## config.mk

```make
export PLATFORM = sky130hd
export DESIGN_NAME = terminal_diff_sgr_encoder_top
export DESIGN_NICKNAME = d
export VERILOG_FILES = /design/src/tdse_pkg.sv /design/src/tdse_front.sv /design/src/tdse_cmdq.sv /design/src/tdse_back.sv /design/src/terminal_diff_sgr_encoder_top.sv
export SDC_FILE = /design/constraint.sdc
export NUM_CORES = 2
export LEC_CHECK = 0
export BUFFER_PORTS_ARGS = -buffer_cell sky130_fd_sc_hd__buf_2
export CORE_MARGIN = 2
export CORE_UTILIZATION = 50
export DETAILED_ROUTE_END_ITERATION = 8
export PLACE_DENSITY = 0.66
export SETUP_SLACK_MARGIN = 0.4
export SKIP_LAST_GASP = 1
export SLEW_MARGIN = 20
export SYNTH_ARGS = -nofsm -noshare
export SYNTH_HDL_FRONTEND = slang
export SYNTH_SLANG_ARGS = --single-unit
```

## constraint.sdc

```tcl
create_clock -name i_clk -period 15.2 [get_ports i_clk]
set_input_delay 3.04 -clock i_clk [delete_from_list [all_inputs] [get_ports i_clk]]
set_output_delay 3.04 -clock i_clk [all_outputs]
set_load 0.02 [all_outputs]
```

## src/tdse_pkg.sv

```systemverilog
// ----------------------------------------------------------------------------
// tdse_pkg
// Shared types, constants and helpers of the terminal diff SGR encoder.
// ----------------------------------------------------------------------------
package tdse_pkg;

    localparam int NITEM = 17;

    localparam logic [4:0] IT_RST0  = 5'd0;
    localparam logic [4:0] IT_MOVE  = 5'd1;
    localparam logic [4:0] IT_OPEN  = 5'd2;
    localparam logic [4:0] IT_ZERO  = 5'd3;
    localparam logic [4:0] IT_ON0   = 5'd4;
    localparam logic [4:0] IT_ON1   = 5'd5;
    localparam logic [4:0] IT_ON2   = 5'd6;
    localparam logic [4:0] IT_ON3   = 5'd7;
    localparam logic [4:0] IT_OFF0  = 5'd8;
    localparam logic [4:0] IT_OFF1  = 5'd9;
    localparam logic [4:0] IT_OFF2  = 5'd10;
    localparam logic [4:0] IT_OFF3  = 5'd11;
    localparam logic [4:0] IT_FG    = 5'd12;
    localparam logic [4:0] IT_BG    = 5'd13;
    localparam logic [4:0] IT_CLOSE = 5'd14;
    localparam logic [4:0] IT_CHAR  = 5'd15;
    localparam logic [4:0] IT_RST1  = 5'd16;

    localparam logic CFG_ROWS = 1'b0;
    localparam logic CFG_COLS = 1'b1;

    localparam logic [7:0] CH_ESC   = 8'h1B;
    localparam logic [7:0] CH_LBR   = 8'h5B;
    localparam logic [7:0] CH_SEMI  = 8'h3B;
    localparam logic [7:0] CH_M     = 8'h6D;
    localparam logic [7:0] CH_H     = 8'h48;
    localparam logic [7:0] CH_SPACE = 8'h20;
    localparam logic [7:0] CH_0     = 8'h30;

    // Style groups in emission order: bold, italic, underline, struck.
    localparam logic [3:0][15:0] GRP = {16'h0001, 16'h000C, 16'h0010, 16'h0002};
    localparam logic [3:0][7:0] ON_CHR  = {8'h39, 8'h34, 8'h33, 8'h31};
    localparam logic [3:0][7:0] OFF_CHR = {8'h39, 8'h34, 8'h33, 8'h32};

    typedef struct packed {
        logic [1:0]      n;
        logic [2:0][3:0] d;
    } t_dec;

    typedef struct packed {
        logic [NITEM-1:0] mask;
        t_dec             row;
        t_dec             col;
        logic             fg_def;
        t_dec [2:0]       fg;
        logic             bg_def;
        t_dec [2:0]       bg;
        logic [7:0]       chr;
    } t_rec;

    // Decimal digits of a value below 1000, most significant printed digit first.
    function automatic t_dec to_dec(input logic [9:0] v);
        logic [15:0] ph;
        logic [3:0]  h;
        logic [6:0]  r;
        logic [14:0] pt;
        logic [3:0]  tn;
        logic [3:0]  o;
        t_dec        res;
        ph = 16'(v) * 16'd41;
        h  = ph[15:12];
        r  = 7'(v - 10'(h) * 10'd100);
        pt = 15'(r) * 15'd205;
        tn = pt[14:11];
        o  = 4'(r - 7'(tn) * 7'd10);
        if (h != 4'd0) begin
            res.n = 2'd3;
            res.d = {o, tn, h};
        end else if (tn != 4'd0) begin
            res.n = 2'd2;
            res.d = {4'd0, o, tn};
        end else begin
            res.n = 2'd1;
            res.d = {4'd0, 4'd0, o};
        end
        return res;
    endfunction

    function automatic logic [7:0] dig(input t_dec v, input logic [1:0] i);
        logic [3:0] d;
        case (i)
            2'd0: d = v.d[0];
            2'd1: d = v.d[1];
            2'd2: d = v.d[2];
            default: d = 4'd0;
        endcase
        return CH_0 + {4'd0, d};
    endfunction

endpackage

```

## src/tdse_front.sv

```systemverilog
// ----------------------------------------------------------------------------
// tdse_front
// Accepts cells, tracks pen, cursor and scan position, and builds one
// command record per cell that causes output.
// ----------------------------------------------------------------------------
module tdse_front #(
    parameter int MAX_DIM = 256
) (
    input  logic               i_clk,
    input  logic               i_rst_n,
    input  logic               i_cfg_we,
    input  logic               i_cfg_idx,
    input  logic [8:0]         i_cfg_data,
    input  logic               i_push,
    output logic               o_full,
    input  logic [7:0]         i_prev_char,
    input  logic               i_prev_fg_default,
    input  logic [23:0]        i_prev_fg_rgb,
    input  logic               i_prev_bg_default,
    input  logic [23:0]        i_prev_bg_rgb,
    input  logic [15:0]        i_prev_style,
    input  logic [7:0]         i_cur_char,
    input  logic               i_cur_fg_default,
    input  logic [23:0]        i_cur_fg_rgb,
    input  logic               i_cur_bg_default,
    input  logic [23:0]        i_cur_bg_rgb,
    input  logic [15:0]        i_cur_style,
    output logic               o_q_push,
    output tdse_pkg::t_rec     o_q_rec,
    input  logic               i_q_full
);
    import tdse_pkg::*;

    localparam int CW = $clog2(MAX_DIM + 1);
    localparam int SW = (MAX_DIM > 1) ? $clog2(MAX_DIM) : 1;

    logic [8:0]    r_rows, r_cols;
    logic          r_pen_fgd, r_pen_bgd;
    logic [23:0]   r_pen_fgc, r_pen_bgc;
    logic [15:0]   r_pen_sty;
    logic          r_cur_known;
    logic [SW-1:0] r_cur_row;
    logic [CW-1:0] r_cur_col;
    logic [SW-1:0] r_scan_row, r_scan_col;

    logic [CW-1:0] rows_eff, cols_eff, y_p1, x_p1;
    logic          accept, first, same, known, move, last_col, last_row;
    logic          pfd, pbd, cfgc, cbgc, sgr_do, rst, fgi, bgi, any;
    logic [23:0]   pfc, pbc;
    logic [15:0]   pst, ps, off;
    logic [3:0]    g_off, on, offm;
    logic [NITEM-1:0] mask;

    always_comb begin
        if (r_rows == 9'd0) begin
            rows_eff = CW'(1);
        end else if (10'(r_rows) > 10'(MAX_DIM)) begin
            rows_eff = CW'(MAX_DIM);
        end else begin
            rows_eff = CW'(r_rows);
        end
        if (r_cols == 9'd0) begin
            cols_eff = CW'(1);
        end else if (10'(r_cols) > 10'(MAX_DIM)) begin
            cols_eff = CW'(MAX_DIM);
        end else begin
            cols_eff = CW'(r_cols);
        end
    end

    assign accept   = i_push && !i_q_full;
    assign o_full   = i_q_full;
    assign y_p1     = CW'(r_scan_row) + CW'(1);
    assign x_p1     = CW'(r_scan_col) + CW'(1);
    assign last_col = x_p1 >= cols_eff;
    assign last_row = y_p1 >= rows_eff;
    assign first    = (r_scan_row == '0) && (r_scan_col == '0);

    always_comb begin
        pfd   = first ? 1'b1 : r_pen_fgd;
        pbd   = first ? 1'b1 : r_pen_bgd;
        pfc   = first ? 24'd0 : r_pen_fgc;
        pbc   = first ? 24'd0 : r_pen_bgc;
        pst   = first ? 16'd0 : r_pen_sty;
        known = first ? 1'b0 : r_cur_known;
        same  = (i_prev_char == i_cur_char) && (i_prev_fg_default == i_cur_fg_default)
                && (i_prev_fg_default || (i_prev_fg_rgb == i_cur_fg_rgb))
                && (i_prev_bg_default == i_cur_bg_default)
                && (i_prev_bg_default || (i_prev_bg_rgb == i_cur_bg_rgb))
                && (i_prev_style == i_cur_style);
        move  = !same && (!known || (r_cur_row != r_scan_row)
                || (r_cur_col != CW'(r_scan_col)));
        cfgc  = i_cur_fg_default ? !pfd : (pfd || (pfc != i_cur_fg_rgb));
        cbgc  = i_cur_bg_default ? !pbd : (pbd || (pbc != i_cur_bg_rgb));
        sgr_do = !same && (cfgc || cbgc || (pst != i_cur_style));
        off   = pst & ~i_cur_style;
        for (int i = 0; i < 4; i++) begin
            g_off[i] = (off & GRP[i]) != 16'd0;
        end
        rst = $countones(g_off) >= 2;
        ps  = rst ? 16'd0 : pst;
        for (int i = 0; i < 4; i++) begin
            on[i]   = ((i_cur_style & GRP[i]) != 16'd0) && ((ps & GRP[i]) == 16'd0);
            offm[i] = !rst && ((i_cur_style & GRP[i]) == 16'd0) && ((ps & GRP[i]) != 16'd0);
        end
        fgi = rst ? !i_cur_fg_default : cfgc;
        bgi = rst ? !i_cur_bg_default : cbgc;
        any = rst || (on != 4'd0) || (offm != 4'd0) || fgi || bgi;
        mask = '0;
        mask[IT_RST0] = first;
        mask[IT_MOVE] = move;
        mask[IT_OPEN] = sgr_do && any;
        mask[IT_ZERO] = sgr_do && rst;
        mask[IT_ON3:IT_ON0]   = sgr_do ? on : 4'd0;
        mask[IT_OFF3:IT_OFF0] = sgr_do ? offm : 4'd0;
        mask[IT_FG]    = sgr_do && fgi;
        mask[IT_BG]    = sgr_do && bgi;
        mask[IT_CLOSE] = sgr_do && any;
        mask[IT_CHAR]  = !same;
        mask[IT_RST1]  = last_row && last_col;
    end

    always_comb begin
        o_q_rec.mask   = mask;
        o_q_rec.row    = to_dec(10'(y_p1));
        o_q_rec.col    = to_dec(10'(x_p1));
        o_q_rec.fg_def = i_cur_fg_default;
        o_q_rec.fg[0]  = to_dec(10'(i_cur_fg_rgb[23:16]));
        o_q_rec.fg[1]  = to_dec(10'(i_cur_fg_rgb[15:8]));
        o_q_rec.fg[2]  = to_dec(10'(i_cur_fg_rgb[7:0]));
        o_q_rec.bg_def = i_cur_bg_default;
        o_q_rec.bg[0]  = to_dec(10'(i_cur_bg_rgb[23:16]));
        o_q_rec.bg[1]  = to_dec(10'(i_cur_bg_rgb[15:8]));
        o_q_rec.bg[2]  = to_dec(10'(i_cur_bg_rgb[7:0]));
        o_q_rec.chr    = (i_cur_char == 8'd0) ? CH_SPACE : i_cur_char;
    end

    assign o_q_push = accept && (mask != '0);

    always_ff @(posedge i_clk) begin
        if (!i_rst_n) begin
            r_rows      <= 9'd24;
            r_cols      <= 9'd80;
            r_pen_fgd   <= 1'b1;
            r_pen_bgd   <= 1'b1;
            r_pen_fgc   <= 24'd0;
            r_pen_bgc   <= 24'd0;
            r_pen_sty   <= 16'd0;
            r_cur_known <= 1'b0;
            r_cur_row   <= '0;
            r_cur_col   <= '0;
            r_scan_row  <= '0;
            r_scan_col  <= '0;
        end else if (i_cfg_we) begin
            case (i_cfg_idx)
                CFG_ROWS: r_rows <= i_cfg_data;
                CFG_COLS: r_cols <= i_cfg_data;
                default: r_rows <= r_rows;
            endcase
            r_scan_row <= '0;
            r_scan_col <= '0;
        end else if (accept) begin
            if (sgr_do) begin
                r_pen_fgd <= i_cur_fg_default;
                r_pen_bgd <= i_cur_bg_default;
                r_pen_fgc <= i_cur_fg_rgb;
                r_pen_bgc <= i_cur_bg_rgb;
                r_pen_sty <= i_cur_style;
            end else if (first) begin
                r_pen_fgd <= 1'b1;
                r_pen_bgd <= 1'b1;
                r_pen_fgc <= 24'd0;
                r_pen_bgc <= 24'd0;
                r_pen_sty <= 16'd0;
            end
            if (!same) begin
                r_cur_known <= 1'b1;
                r_cur_row   <= r_scan_row;
                r_cur_col   <= x_p1;
            end else if (first) begin
                r_cur_known <= 1'b0;
            end
            if (last_row && last_col) begin
                r_scan_row <= '0;
                r_scan_col <= '0;
            end else if (last_col) begin
                r_scan_row <= SW'(y_p1);
                r_scan_col <= '0;
            end else begin
                r_scan_col <= SW'(x_p1);
            end
        end
    end

endmodule

```

## src/tdse_cmdq.sv

```systemverilog
// ----------------------------------------------------------------------------
// tdse_cmdq
// Two-entry queue of command records between the front and back parts.
// ----------------------------------------------------------------------------
module tdse_cmdq (
    input  logic           i_clk,
    input  logic           i_rst_n,
    input  logic           i_push,
    input  tdse_pkg::t_rec i_rec,
    output logic           o_full,
    output logic           o_valid,
    output tdse_pkg::t_rec o_rec,
    input  logic           i_pop
);
    import tdse_pkg::*;

    t_rec       r_mem [2];
    logic       r_wp, r_rp;
    logic [1:0] r_cnt;

    assign o_full  = r_cnt == 2'd2;
    assign o_valid = r_cnt != 2'd0;
    assign o_rec   = r_mem[r_rp];

    always_ff @(posedge i_clk) begin
        if (i_push) begin
            r_mem[r_wp] <= i_rec;
        end
    end

    always_ff @(posedge i_clk) begin
        if (!i_rst_n) begin
            r_wp  <= 1'b0;
            r_rp  <= 1'b0;
            r_cnt <= 2'd0;
        end else begin
            if (i_push) begin
                r_wp <= !r_wp;
            end
            if (i_pop) begin
                r_rp <= !r_rp;
            end
            r_cnt <= r_cnt + 2'(i_push) - 2'(i_pop);
        end
    end

endmodule

```

## src/tdse_back.sv

```systemverilog
// ----------------------------------------------------------------------------
// tdse_back
// Walks the text pieces of one command record and sends one byte per cycle unless pop stalls.
// ----------------------------------------------------------------------------
module tdse_back (
    input  logic           i_clk,
    input  logic           i_rst_n,
    input  logic           i_q_valid,
    input  tdse_pkg::t_rec i_q_rec,
    output logic           o_q_pop,
    output logic           o_empty,
    output logic [7:0]     o_byte,
    output logic           o_last,
    input  logic           i_pop
);
    import tdse_pkg::*;

    t_rec             r_rec;
    logic [NITEM-1:0] r_mask;
    logic [4:0]       r_t;
    logic             r_sep, r_busy, r_ovalid, r_olast;
    logic [5:0]       r_cnt;
    logic [7:0]       r_obyte;

    logic [4:0]       cur, tp, len, u, a, b, tl;
    logic [NITEM-1:0] cur_oh;
    logic             sep_need, item_end, last, adv, ld;
    logic [7:0]       tb;
    t_dec [2:0]       comp;

    assign ld      = !r_busy && i_q_valid;
    assign o_q_pop = ld;
    assign adv     = r_busy && (!r_ovalid || i_pop);
    assign o_empty = !r_ovalid;
    assign o_byte  = r_obyte;
    assign o_last  = r_olast;

    always_comb begin
        cur = 5'd0;
        for (int i = NITEM - 1; i >= 0; i--) begin
            if (r_mask[i]) begin
                cur = 5'(i);
            end
        end
        cur_oh   = NITEM'(1) << cur;
        sep_need = r_sep && (cur >= IT_ON0) && (cur <= IT_BG);
        tp       = sep_need ? r_t - 5'd1 : r_t;
        comp     = (cur == IT_FG) ? r_rec.fg : r_rec.bg;
        u        = tp - 5'd5;
        a        = 5'(comp[0].n);
        b        = a + 5'd1 + 5'(comp[1].n);
        tl       = 5'd1;
        tb       = CH_M;
        case (cur)
            IT_RST0, IT_RST1: begin
                tl = 5'd4;
                case (tp)
                    5'd0: tb = CH_ESC;
                    5'd1: tb = CH_LBR;
                    5'd2: tb = CH_0;
                    default: tb = CH_M;
                endcase
            end
            IT_MOVE: begin
                tl = 5'd4 + 5'(r_rec.row.n) + 5'(r_rec.col.n);
                if (tp == 5'd0) begin
                    tb = CH_ESC;
                end else if (tp == 5'd1) begin
                    tb = CH_LBR;
                end else if (tp < 5'd2 + 5'(r_rec.row.n)) begin
                    tb = dig(r_rec.row, 2'(tp - 5'd2));
                end else if (tp == 5'd2 + 5'(r_rec.row.n)) begin
                    tb = CH_SEMI;
                end else if (tp < tl - 5'd1) begin
                    tb = dig(r_rec.col, 2'(tp - 5'd3 - 5'(r_rec.row.n)));
                end else begin
                    tb = CH_H;
                end
            end
            IT_OPEN: begin
                tl = 5'd2;
                tb = (tp == 5'd0) ? CH_ESC : CH_LBR;
            end
            IT_ZERO: tb = CH_0;
            IT_ON0, IT_ON1, IT_ON2, IT_ON3: tb = ON_CHR[2'(cur - IT_ON0)];
            IT_OFF0, IT_OFF1, IT_OFF2, IT_OFF3: begin
                tl = 5'd2;
                tb = (tp == 5'd0) ? 8'h32 : OFF_CHR[2'(cur - IT_OFF0)];
            end
            IT_FG, IT_BG: begin
                if ((cur == IT_FG) ? r_rec.fg_def : r_rec.bg_def) begin
                    tl = 5'd2;
                    tb = (tp == 5'd0) ? ((cur == IT_FG) ? 8'h33 : 8'h34) : 8'h39;
                end else begin
                    tl = 5'd7 + 5'(comp[0].n) + 5'(comp[1].n) + 5'(comp[2].n);
                    case (tp)
                        5'd0: tb = (cur == IT_FG) ? 8'h33 : 8'h34;
                        5'd1: tb = 8'h38;
                        5'd2: tb = CH_SEMI;
                        5'd3: tb = 8'h32;
                        5'd4: tb = CH_SEMI;
                        default: begin
                            if (u < a) begin
                                tb = dig(comp[0], 2'(u));
                            end else if (u == a) begin
                                tb = CH_SEMI;
                            end else if (u < b) begin
                                tb = dig(comp[1], 2'(u - a - 5'd1));
                            end else if (u == b) begin
                                tb = CH_SEMI;
                            end else begin
                                tb = dig(comp[2], 2'(u - b - 5'd1));
                            end
                        end
                    endcase
                end
            end
            IT_CLOSE: tb = CH_M;
            IT_CHAR: tb = r_rec.chr;
            default: tb = CH_M;
        endcase
        if (sep_need && (r_t == 5'd0)) begin
            tb = CH_SEMI;
        end
        len      = tl + 5'(sep_need);
        item_end = r_t == len - 5'd1;
        last     = (item_end && ((r_mask & ~cur_oh) == '0)) || (r_cnt == 6'd62);
    end

    always_ff @(posedge i_clk) begin
        if (ld) begin
            r_rec <= i_q_rec;
        end
        if (adv) begin
            r_obyte <= tb;
            r_olast <= last;
        end
    end

    always_ff @(posedge i_clk) begin
        if (!i_rst_n) begin
            r_busy   <= 1'b0;
            r_ovalid <= 1'b0;
            r_mask   <= '0;
            r_t      <= 5'd0;
            r_sep    <= 1'b0;
            r_cnt    <= 6'd0;
        end else begin
            if (adv) begin
                r_ovalid <= 1'b1;
            end else if (i_pop) begin
                r_ovalid <= 1'b0;
            end
            if (ld) begin
                r_busy <= 1'b1;
                r_mask <= i_q_rec.mask;
                r_t    <= 5'd0;
                r_sep  <= 1'b0;
                r_cnt  <= 6'd0;
            end else if (adv) begin
                r_cnt <= r_cnt + 6'd1;
                if (last) begin
                    r_busy <= 1'b0;
                end else if (item_end) begin
                    r_mask <= r_mask & ~cur_oh;
                    r_t    <= 5'd0;
                    if ((cur >= IT_ZERO) && (cur <= IT_BG)) begin
                        r_sep <= 1'b1;
                    end
                end else begin
                    r_t <= r_t + 5'd1;
                end
            end
        end
    end

`ifndef SYNTHESIS
    a_cnt_cap: assert property (@(posedge i_clk) disable iff (!i_rst_n)
        r_busy |-> r_cnt <= 6'd62)
        else $error("Byte count of a cell passed its cap.");
    a_mask_live: assert property (@(posedge i_clk) disable iff (!i_rst_n)
        r_busy |-> r_mask != '0)
        else $error("Busy with no text pieces left.");
    a_cap_ends: assert property (@(posedge i_clk) disable iff (!i_rst_n)
        (adv && r_cnt == 6'd62) |=> !r_busy && r_olast)
        else $error("Capped cell did not end its byte run.");
    a_last_ends: assert property (@(posedge i_clk) disable iff (!i_rst_n)
        (adv && last) |=> !r_busy)
        else $error("Busy after the last byte of a cell.");
`endif

endmodule

```

## src/terminal_diff_sgr_encoder_top.sv

```systemverilog
// ----------------------------------------------------------------------------
// terminal_diff_sgr_encoder_top
// ANSI diff renderer: one screen cell per item in, terminal bytes out.
// ----------------------------------------------------------------------------
// Cells enter in row-major order through push/full; an item is taken when
// push is high and full is low. Bytes leave through empty/pop; the oldest
// byte sits on o_out_byte while empty is low and o_run_last marks the last
// byte a cell causes. The configuration port writes row and column counts
// and restarts the scan at the first cell of a frame.
// An item is classified at once, combinationally, into a command record
// held in a two-entry queue. The back part sends one byte per cycle unless
// pop stalls it, and loads each record before its first byte; the first
// byte goes through the queue, the record register and the output register.
// Unchanged cells in mid-frame cause no record and pass at one per cycle
// while the queue is not full. The byte sequencer sets the throughput.
// Reset restores 24 rows by 80 columns, the default pen, an unknown cursor
// and the first cell of a frame, and empties the record queue and the output
// byte. When pop stays low the output byte holds, the back part waits and
// full rises once the record queue holds two records.
// ----------------------------------------------------------------------------
module terminal_diff_sgr_encoder_top #(
    parameter int MAX_DIM = 256
) (
    input  logic        i_clk,
    input  logic        i_rst_n,
    input  logic        i_cfg_we,
    input  logic        i_cfg_idx,
    input  logic [8:0]  i_cfg_data,
    input  logic        push,
    output logic        full,
    input  logic [7:0]  i_prev_char,
    input  logic        i_prev_fg_default,
    input  logic [23:0] i_prev_fg_rgb,
    input  logic        i_prev_bg_default,
    input  logic [23:0] i_prev_bg_rgb,
    input  logic [15:0] i_prev_style,
    input  logic [7:0]  i_cur_char,
    input  logic        i_cur_fg_default,
    input  logic [23:0] i_cur_fg_rgb,
    input  logic        i_cur_bg_default,
    input  logic [23:0] i_cur_bg_rgb,
    input  logic [15:0] i_cur_style,
    output logic        empty,
    input  logic        pop,
    output logic [7:0]  o_out_byte,
    output logic        o_run_last
);
    import tdse_pkg::*;

    logic q_push, q_full, q_valid, q_pop;
    t_rec q_in, q_out;

    tdse_front #(.MAX_DIM(MAX_DIM)) u_front (
        .i_clk             (i_clk),
        .i_rst_n           (i_rst_n),
        .i_cfg_we          (i_cfg_we),
        .i_cfg_idx         (i_cfg_idx),
        .i_cfg_data        (i_cfg_data),
        .i_push            (push),
        .o_full            (full),
        .i_prev_char       (i_prev_char),
        .i_prev_fg_default (i_prev_fg_default),
        .i_prev_fg_rgb     (i_prev_fg_rgb),
        .i_prev_bg_default (i_prev_bg_default),
        .i_prev_bg_rgb     (i_prev_bg_rgb),
        .i_prev_style      (i_prev_style),
        .i_cur_char        (i_cur_char),
        .i_cur_fg_default  (i_cur_fg_default),
        .i_cur_fg_rgb      (i_cur_fg_rgb),
        .i_cur_bg_default  (i_cur_bg_default),
        .i_cur_bg_rgb      (i_cur_bg_rgb),
        .i_cur_style       (i_cur_style),
        .o_q_push          (q_push),
        .o_q_rec           (q_in),
        .i_q_full          (q_full)
    );

    tdse_cmdq u_cmdq (
        .i_clk   (i_clk),
        .i_rst_n (i_rst_n),
        .i_push  (q_push),
        .i_rec   (q_in),
        .o_full  (q_full),
        .o_valid (q_valid),
        .o_rec   (q_out),
        .i_pop   (q_pop)
    );

    tdse_back u_back (
        .i_clk     (i_clk),
        .i_rst_n   (i_rst_n),
        .i_q_valid (q_valid),
        .i_q_rec   (q_out),
        .o_q_pop   (q_pop),
        .o_empty   (empty),
        .o_byte    (o_out_byte),
        .o_last    (o_run_last),
        .i_pop     (pop)
    );

endmodule

```

==> impl_metrics.prom <==
# TYPE chip_impl_metric gauge
chip_impl_info{name="status",value="complete, no violations"} 1
chip_impl_metric{name="h-tree-depth",unit=""} 2
chip_impl_metric{name="cp.buffers_inverters",unit=""} 4
chip_impl_metric{name="critical_path_peak_fanout",unit=""} 9
chip_impl_info{name="dominant_delay_contributor_by_cell_family_on_the_critical_path",value="adder cells"} 1
chip_impl_metric{name="finalNetCount",unit=""} 4675
chip_impl_metric{name="routedWlPerCell",unit="um"} 19.4
chip_impl_metric{name="post-cts-setup-buffer-count",unit=""} 0
chip_impl_metric{name="sequential_cell_area",unit="sq um"} 15300
chip_impl_metric{name="core_region_area",unit="sq um"} 79100
chip_impl_metric{name="num_vias",unit=""} 28200
chip_impl_metric{name="cts.clk_slew.worst_paths",unit="ns"} 0.06
chip_impl_metric{name="number_of_antenna_violations_at_the_first_check_in_global_routing",unit=""} 5
chip_impl_metric{name="met3_wirelength",unit="mm"} 4.56
chip_impl_info{name="root_buffer",value="sky130_fd_sc_hd__clkbuf_16"} 1
chip_impl_metric{name="cpPeakStageDelay",unit="ns"} 0.75
chip_impl_metric{name="die_h",unit="um"} 287
chip_impl_info{name="timing.setup.critical_path_class",value="primary input to flop"} 1
chip_impl_metric{name="route.detailed.drc",unit=""} 0
chip_impl_metric{name="drt-initial-drc-count",unit=""} 1969
chip_impl_info{name="holdCritStartpoint",value="u_front.r_cols[0]$_SDFFE_PN0P_"} 1
chip_impl_metric{name="cts_resized",unit=""} 0
chip_impl_metric{name="port_buffers",unit=""} 173
chip_impl_info{name="clock_tree_from_tritoncts",value="done"} 1
chip_impl_metric{name="worstSkewPairLatency",unit="ns"} 0.62
chip_impl_metric{name="chipWidth",unit="um"} 287
chip_impl_metric{name="number_of_synthesized_register_bits",unit=""} 561
chip_impl_metric{name="detail_route.first_pass.iterations",unit=""} 5
chip_impl_metric{name="number_of_buffers_inserted_by_hold_repair_at_cts",unit=""} 0
chip_impl_info{name="worstReg2RegEnd",value="u_cmdq.r_mem[1][110]$_DFFE_PP_"} 1
chip_impl_metric{name="hold_viol",unit=""} 0
chip_impl_metric{name="overall_die_area",unit="sq um"} 82400
chip_impl_metric{name="met2_length",unit="mm"} 43.9
chip_impl_metric{name="portion_of_the_post_synthesis_area_used_by_sequential_elements",unit="%"} 38.2
chip_impl_metric{name="drt-vias-per-instance",unit=""} 5.74
chip_impl_metric{name="ys_types",unit=""} 109
chip_impl_metric{name="hold_depth",unit=""} 2
chip_impl_info{name="timing.critical_path.to_type",value="flop"} 1
chip_impl_metric{name="top_level_ports",unit=""} 174
chip_impl_metric{name="synthCells",unit=""} 3700
chip_impl_metric{name="timing.setup.tns",unit="ns"} 0
chip_impl_info{name="hold_end",value="u_front.r_cols[0]$_SDFFE_PN0P_"} 1
chip_impl_info{name="ys.flop_type",value="sky130_fd_sc_hd__edfxtp_1"} 1
chip_impl_metric{name="setup.reg_to_reg.worst_slack",unit="ns"} 4.29
chip_impl_metric{name="core.rowCount",unit=""} 103
chip_impl_metric{name="final.period_utilization",unit="%"} 76.6
chip_impl_metric{name="cts_max_path_buffers",unit=""} 3
chip_impl_metric{name="clock.fmax",unit="MHz"} 85.9
chip_impl_metric{name="synth_warn",unit=""} 0
chip_impl_info{name="top_layer_used",value="met4"} 1
chip_impl_info{name="start_kind",value="primary input"} 1
chip_impl_metric{name="gp_congestion",unit=""} 0.923
chip_impl_metric{name="worst_r2r_path_depth",unit=""} 39
chip_impl_metric{name="cts_made_buffers",unit=""} 58
chip_impl_info{name="layout_common_cells",value="sky130_fd_sc_hd__ha_1, sky130_fd_sc_hd__edfxtp_1, sky130_fd_sc_hd__inv_1"} 1
chip_impl_metric{name="synth-async-reset-ratio",unit="%"} 0
chip_impl_info{name="rsz0062_at_grt",value="no"} 1
chip_impl_info{name="most_repeated_library_cell_on_the_critical_path",value="sky130_fd_sc_hd__ha_1"} 1
chip_impl_metric{name="min_period",unit="ns"} 11.65
chip_impl_metric{name="grt.total_usage",unit="%"} 23.0
chip_impl_metric{name="timing.final.max_slew_violations",unit=""} 0
chip_impl_metric{name="tightestPinTransition",unit="ns"} 1.16
chip_impl_info{name="critical_path.slowest_cell",value="sky130_fd_sc_hd__o41ai_1"} 1
chip_impl_metric{name="synth.net_count",unit=""} 4561
chip_impl_metric{name="routed_wl",unit="mm"} 95.2
chip_impl_metric{name="average_footprint_of_a_synthesized_cell",unit="sq um"} 10.8
chip_impl_metric{name="syn_to_final_growth",unit="%"} 9.35
chip_impl_metric{name="fill_cells",unit=""} 6894
chip_impl_metric{name="cp.arrival",unit="ns"} 11.99
chip_impl_metric{name="initial_core_util",unit="%"} 50.7
chip_impl_metric{name="drt-met1-wl",unit="mm"} 44.0
chip_impl_metric{name="globalRouteOverflowTotal",unit=""} 0
chip_impl_metric{name="finalSetupViolations",unit=""} 0
chip_impl_info{name="layout_commonest_cell",value="sky130_fd_sc_hd__ha_1"} 1
chip_impl_metric{name="first_global_vias",unit=""} 27600
chip_impl_metric{name="synthesis.area",unit="sq um"} 40100
chip_impl_metric{name="cts.sinks",unit=""} 561
chip_impl_metric{name="final_layout_size_suffix_gt1_share",unit="%"} 12.4
chip_impl_metric{name="cap_viol_max_count",unit=""} 0
chip_impl_metric{name="max_slew_margin",unit="%"} 21.4
chip_impl_metric{name="pin_count_of_the_biggest_net_entering_global_routing",unit=""} 90
chip_impl_metric{name="synth-edff-count",unit=""} 407
chip_impl_info{name="r2r_start",value="u_front.r_scan_row[0]$_SDFFE_PP0P_"} 1
chip_impl_metric{name="finalCoreUtilization",unit="%"} 55.4
chip_impl_info{name="timing.hold.worst.class",value="flop to flop"} 1
chip_impl_metric{name="worst-endpoint-required",unit="ns"} 15.54
chip_impl_metric{name="skew",unit="ns"} 0.0171
chip_impl_metric{name="detail_route_antenna_nets",unit=""} 0
chip_impl_metric{name="post-dp-hpwl",unit="mm"} 70.6
chip_impl_metric{name="area_taken_by_multi_input_logic_gates",unit="sq um"} 23000
chip_impl_metric{name="grt_first_pass_wirelength",unit="mm"} 150
## worst max-delay path by stage
stage | startpoint | end | slack, ns | cells after the start
after detailed placement | i_cur_fg_rgb[3] | u_cmdq.r_mem[1][86]$_DFFE_PP_ | 2.82 | 37
after global routing | i_cur_fg_rgb[3] | u_cmdq.r_mem[0][86]$_DFFE_PP_ | 2.88 | 37
final | i_cur_fg_rgb[3] | u_cmdq.r_mem[0][86]$_DFFE_PP_ | 3.55 | 37
after CTS | i_cur_fg_rgb[3] | u_cmdq.r_mem[1][86]$_DFFE_PP_ | 3.45 | 37
after floorplan | i_cur_fg_rgb[1] | u_cmdq.r_mem[0][86]$_DFFE_PP_ | 3.86 | 36
after global placement | i_cur_fg_rgb[3] | u_cmdq.r_mem[0][86]$_DFFE_PP_ | 2.98 | 37
## logic make-up (layout without fill, tap and decap cells)
family	Yosys count	count (layout)	share of synthesized area [%]
multiplexers	191	191	5.21
flip-flops	561	561	38.2
adder cells (fa/ha/maj)	699	699	23.7
XOR/XNOR	269	269	6.00
AND/OR/NAND/NOR	837	837	10.6
AO/OA/AOI/OAI	671	671	11.7
buffers and inverters	472	636	4.53
other	0	3	0
## sequential cells by signal (all words and copies together), names as in the netlist, 2 cells and up, named ones only
signal	cells
u_front.r_cols	9
u_front.r_cur_col	9
u_back.r_cnt	6
u_back.r_rec	122
u_front.r_scan_col	8
u_front.r_cur_row	8
u_front.r_pen_sty	16
u_back.r_t	5
u_back.r_mask	17
u_front.r_pen_fgc	24
u_back.o_byte	8
u_cmdq.r_cnt	2
u_front.r_rows	9
u_cmdq.r_mem	276
u_front.r_pen_bgc	24
u_front.r_scan_row	8
## cell usage after synthesis, types with 26 or more instances
cell / instances / share of area (%)
sky130_fd_sc_hd__ha_1: 596 / 19
sky130_fd_sc_hd__edfxtp_1: 407 / 30
sky130_fd_sc_hd__inv_1: 323 / 3.0
sky130_fd_sc_hd__nor2_1: 236 / 2.2
sky130_fd_sc_hd__nand2_1: 187 / 1.8
sky130_fd_sc_hd__xnor2_1: 180 / 3.9
sky130_fd_sc_hd__a21oi_1: 171 / 2.1
sky130_fd_sc_hd__dfxtp_1: 154 / 7.7
sky130_fd_sc_hd__mux2_2: 131 / 3.7
sky130_fd_sc_hd__clkbuf_1: 103 / 0.96
sky130_fd_sc_hd__fa_1: 102 / 5.1
sky130_fd_sc_hd__xor2_1: 85 / 1.9
sky130_fd_sc_hd__o21ai_0: 81 / 1.0
sky130_fd_sc_hd__a22o_1: 70 / 1.5
sky130_fd_sc_hd__nor3_1: 68 / 0.85
sky130_fd_sc_hd__mux2i_1: 59 / 1.5
sky130_fd_sc_hd__nand3_1: 56 / 0.70
sky130_fd_sc_hd__a21o_1: 42 / 0.79
sky130_fd_sc_hd__a211oi_1: 39 / 0.73
sky130_fd_sc_hd__nor4_1: 39 / 0.61
sky130_fd_sc_hd__and3_1: 33 / 0.52
sky130_fd_sc_hd__nand4_1: 33 / 0.52
sky130_fd_sc_hd__a31oi_1: 29 / 0.45
sky130_fd_sc_hd__nand2b_1: 27 / 0.42
sky130_fd_sc_hd__nor2b_1: 26 / 0.41
sky130_fd_sc_hd__o31ai_1: 26 / 0.49
## cell type report
| cell class | instances | area share (%) |
|---|---|---|
| multi-input combinational | 2667 | 52.5 |
| sequential | 561 | 34.9 |
| clock buffer | 81 | 3.72 |
| tap | 1050 | 3.00 |
| inverter | 329 | 2.83 |
| timing repair buffer | 197 | 2.38 |
| clock inverter | 29 | 0.645 |
| antenna | 3 | 0.0171 |
## per-stage QoR
stage | setup WS [ns] | cell area [sq um] | hold slack, ns | cells
2_1_floorplan | 3.86 | 40100 | 0.434 | 3700
3_3_place_gp | 2.98 | 41900 | 0.449 | 4803
3_5_place_dp | 2.82 | 41900 | 0.453 | 4804
4_1_cts | 3.45 | 43800 | 0.463 | 4914
5_1_grt | 2.88 | 43800 | 0.485 | 4916
6_report | 3.55 | 43800 | 0.461 | 4917
## routing by layer
layer  up-vias  GRT usage (%)
met5         -              0
met4         0           7.32
met3       125           2.61
met2       661           37.4
met1     13600           32.1
li1      13800              -
## worst reg2reg max path: cells and delay by family, from the launching register on
family / cells / cell delay (ns)
AO/OA/AOI/OAI: 8 / 2.64
XOR/XNOR: 4 / 1.14
adder cells (fa/ha/maj): 12 / 3.77
buffers and inverters: 6 / 0.50
flip-flops: 1 / 0.62
AND/OR/NAND/NOR: 9 / 1.98
Power is left out: the tool's default activity adds up to more than one toggle a clock period on the data nets, which glitch-free logic cannot reach.
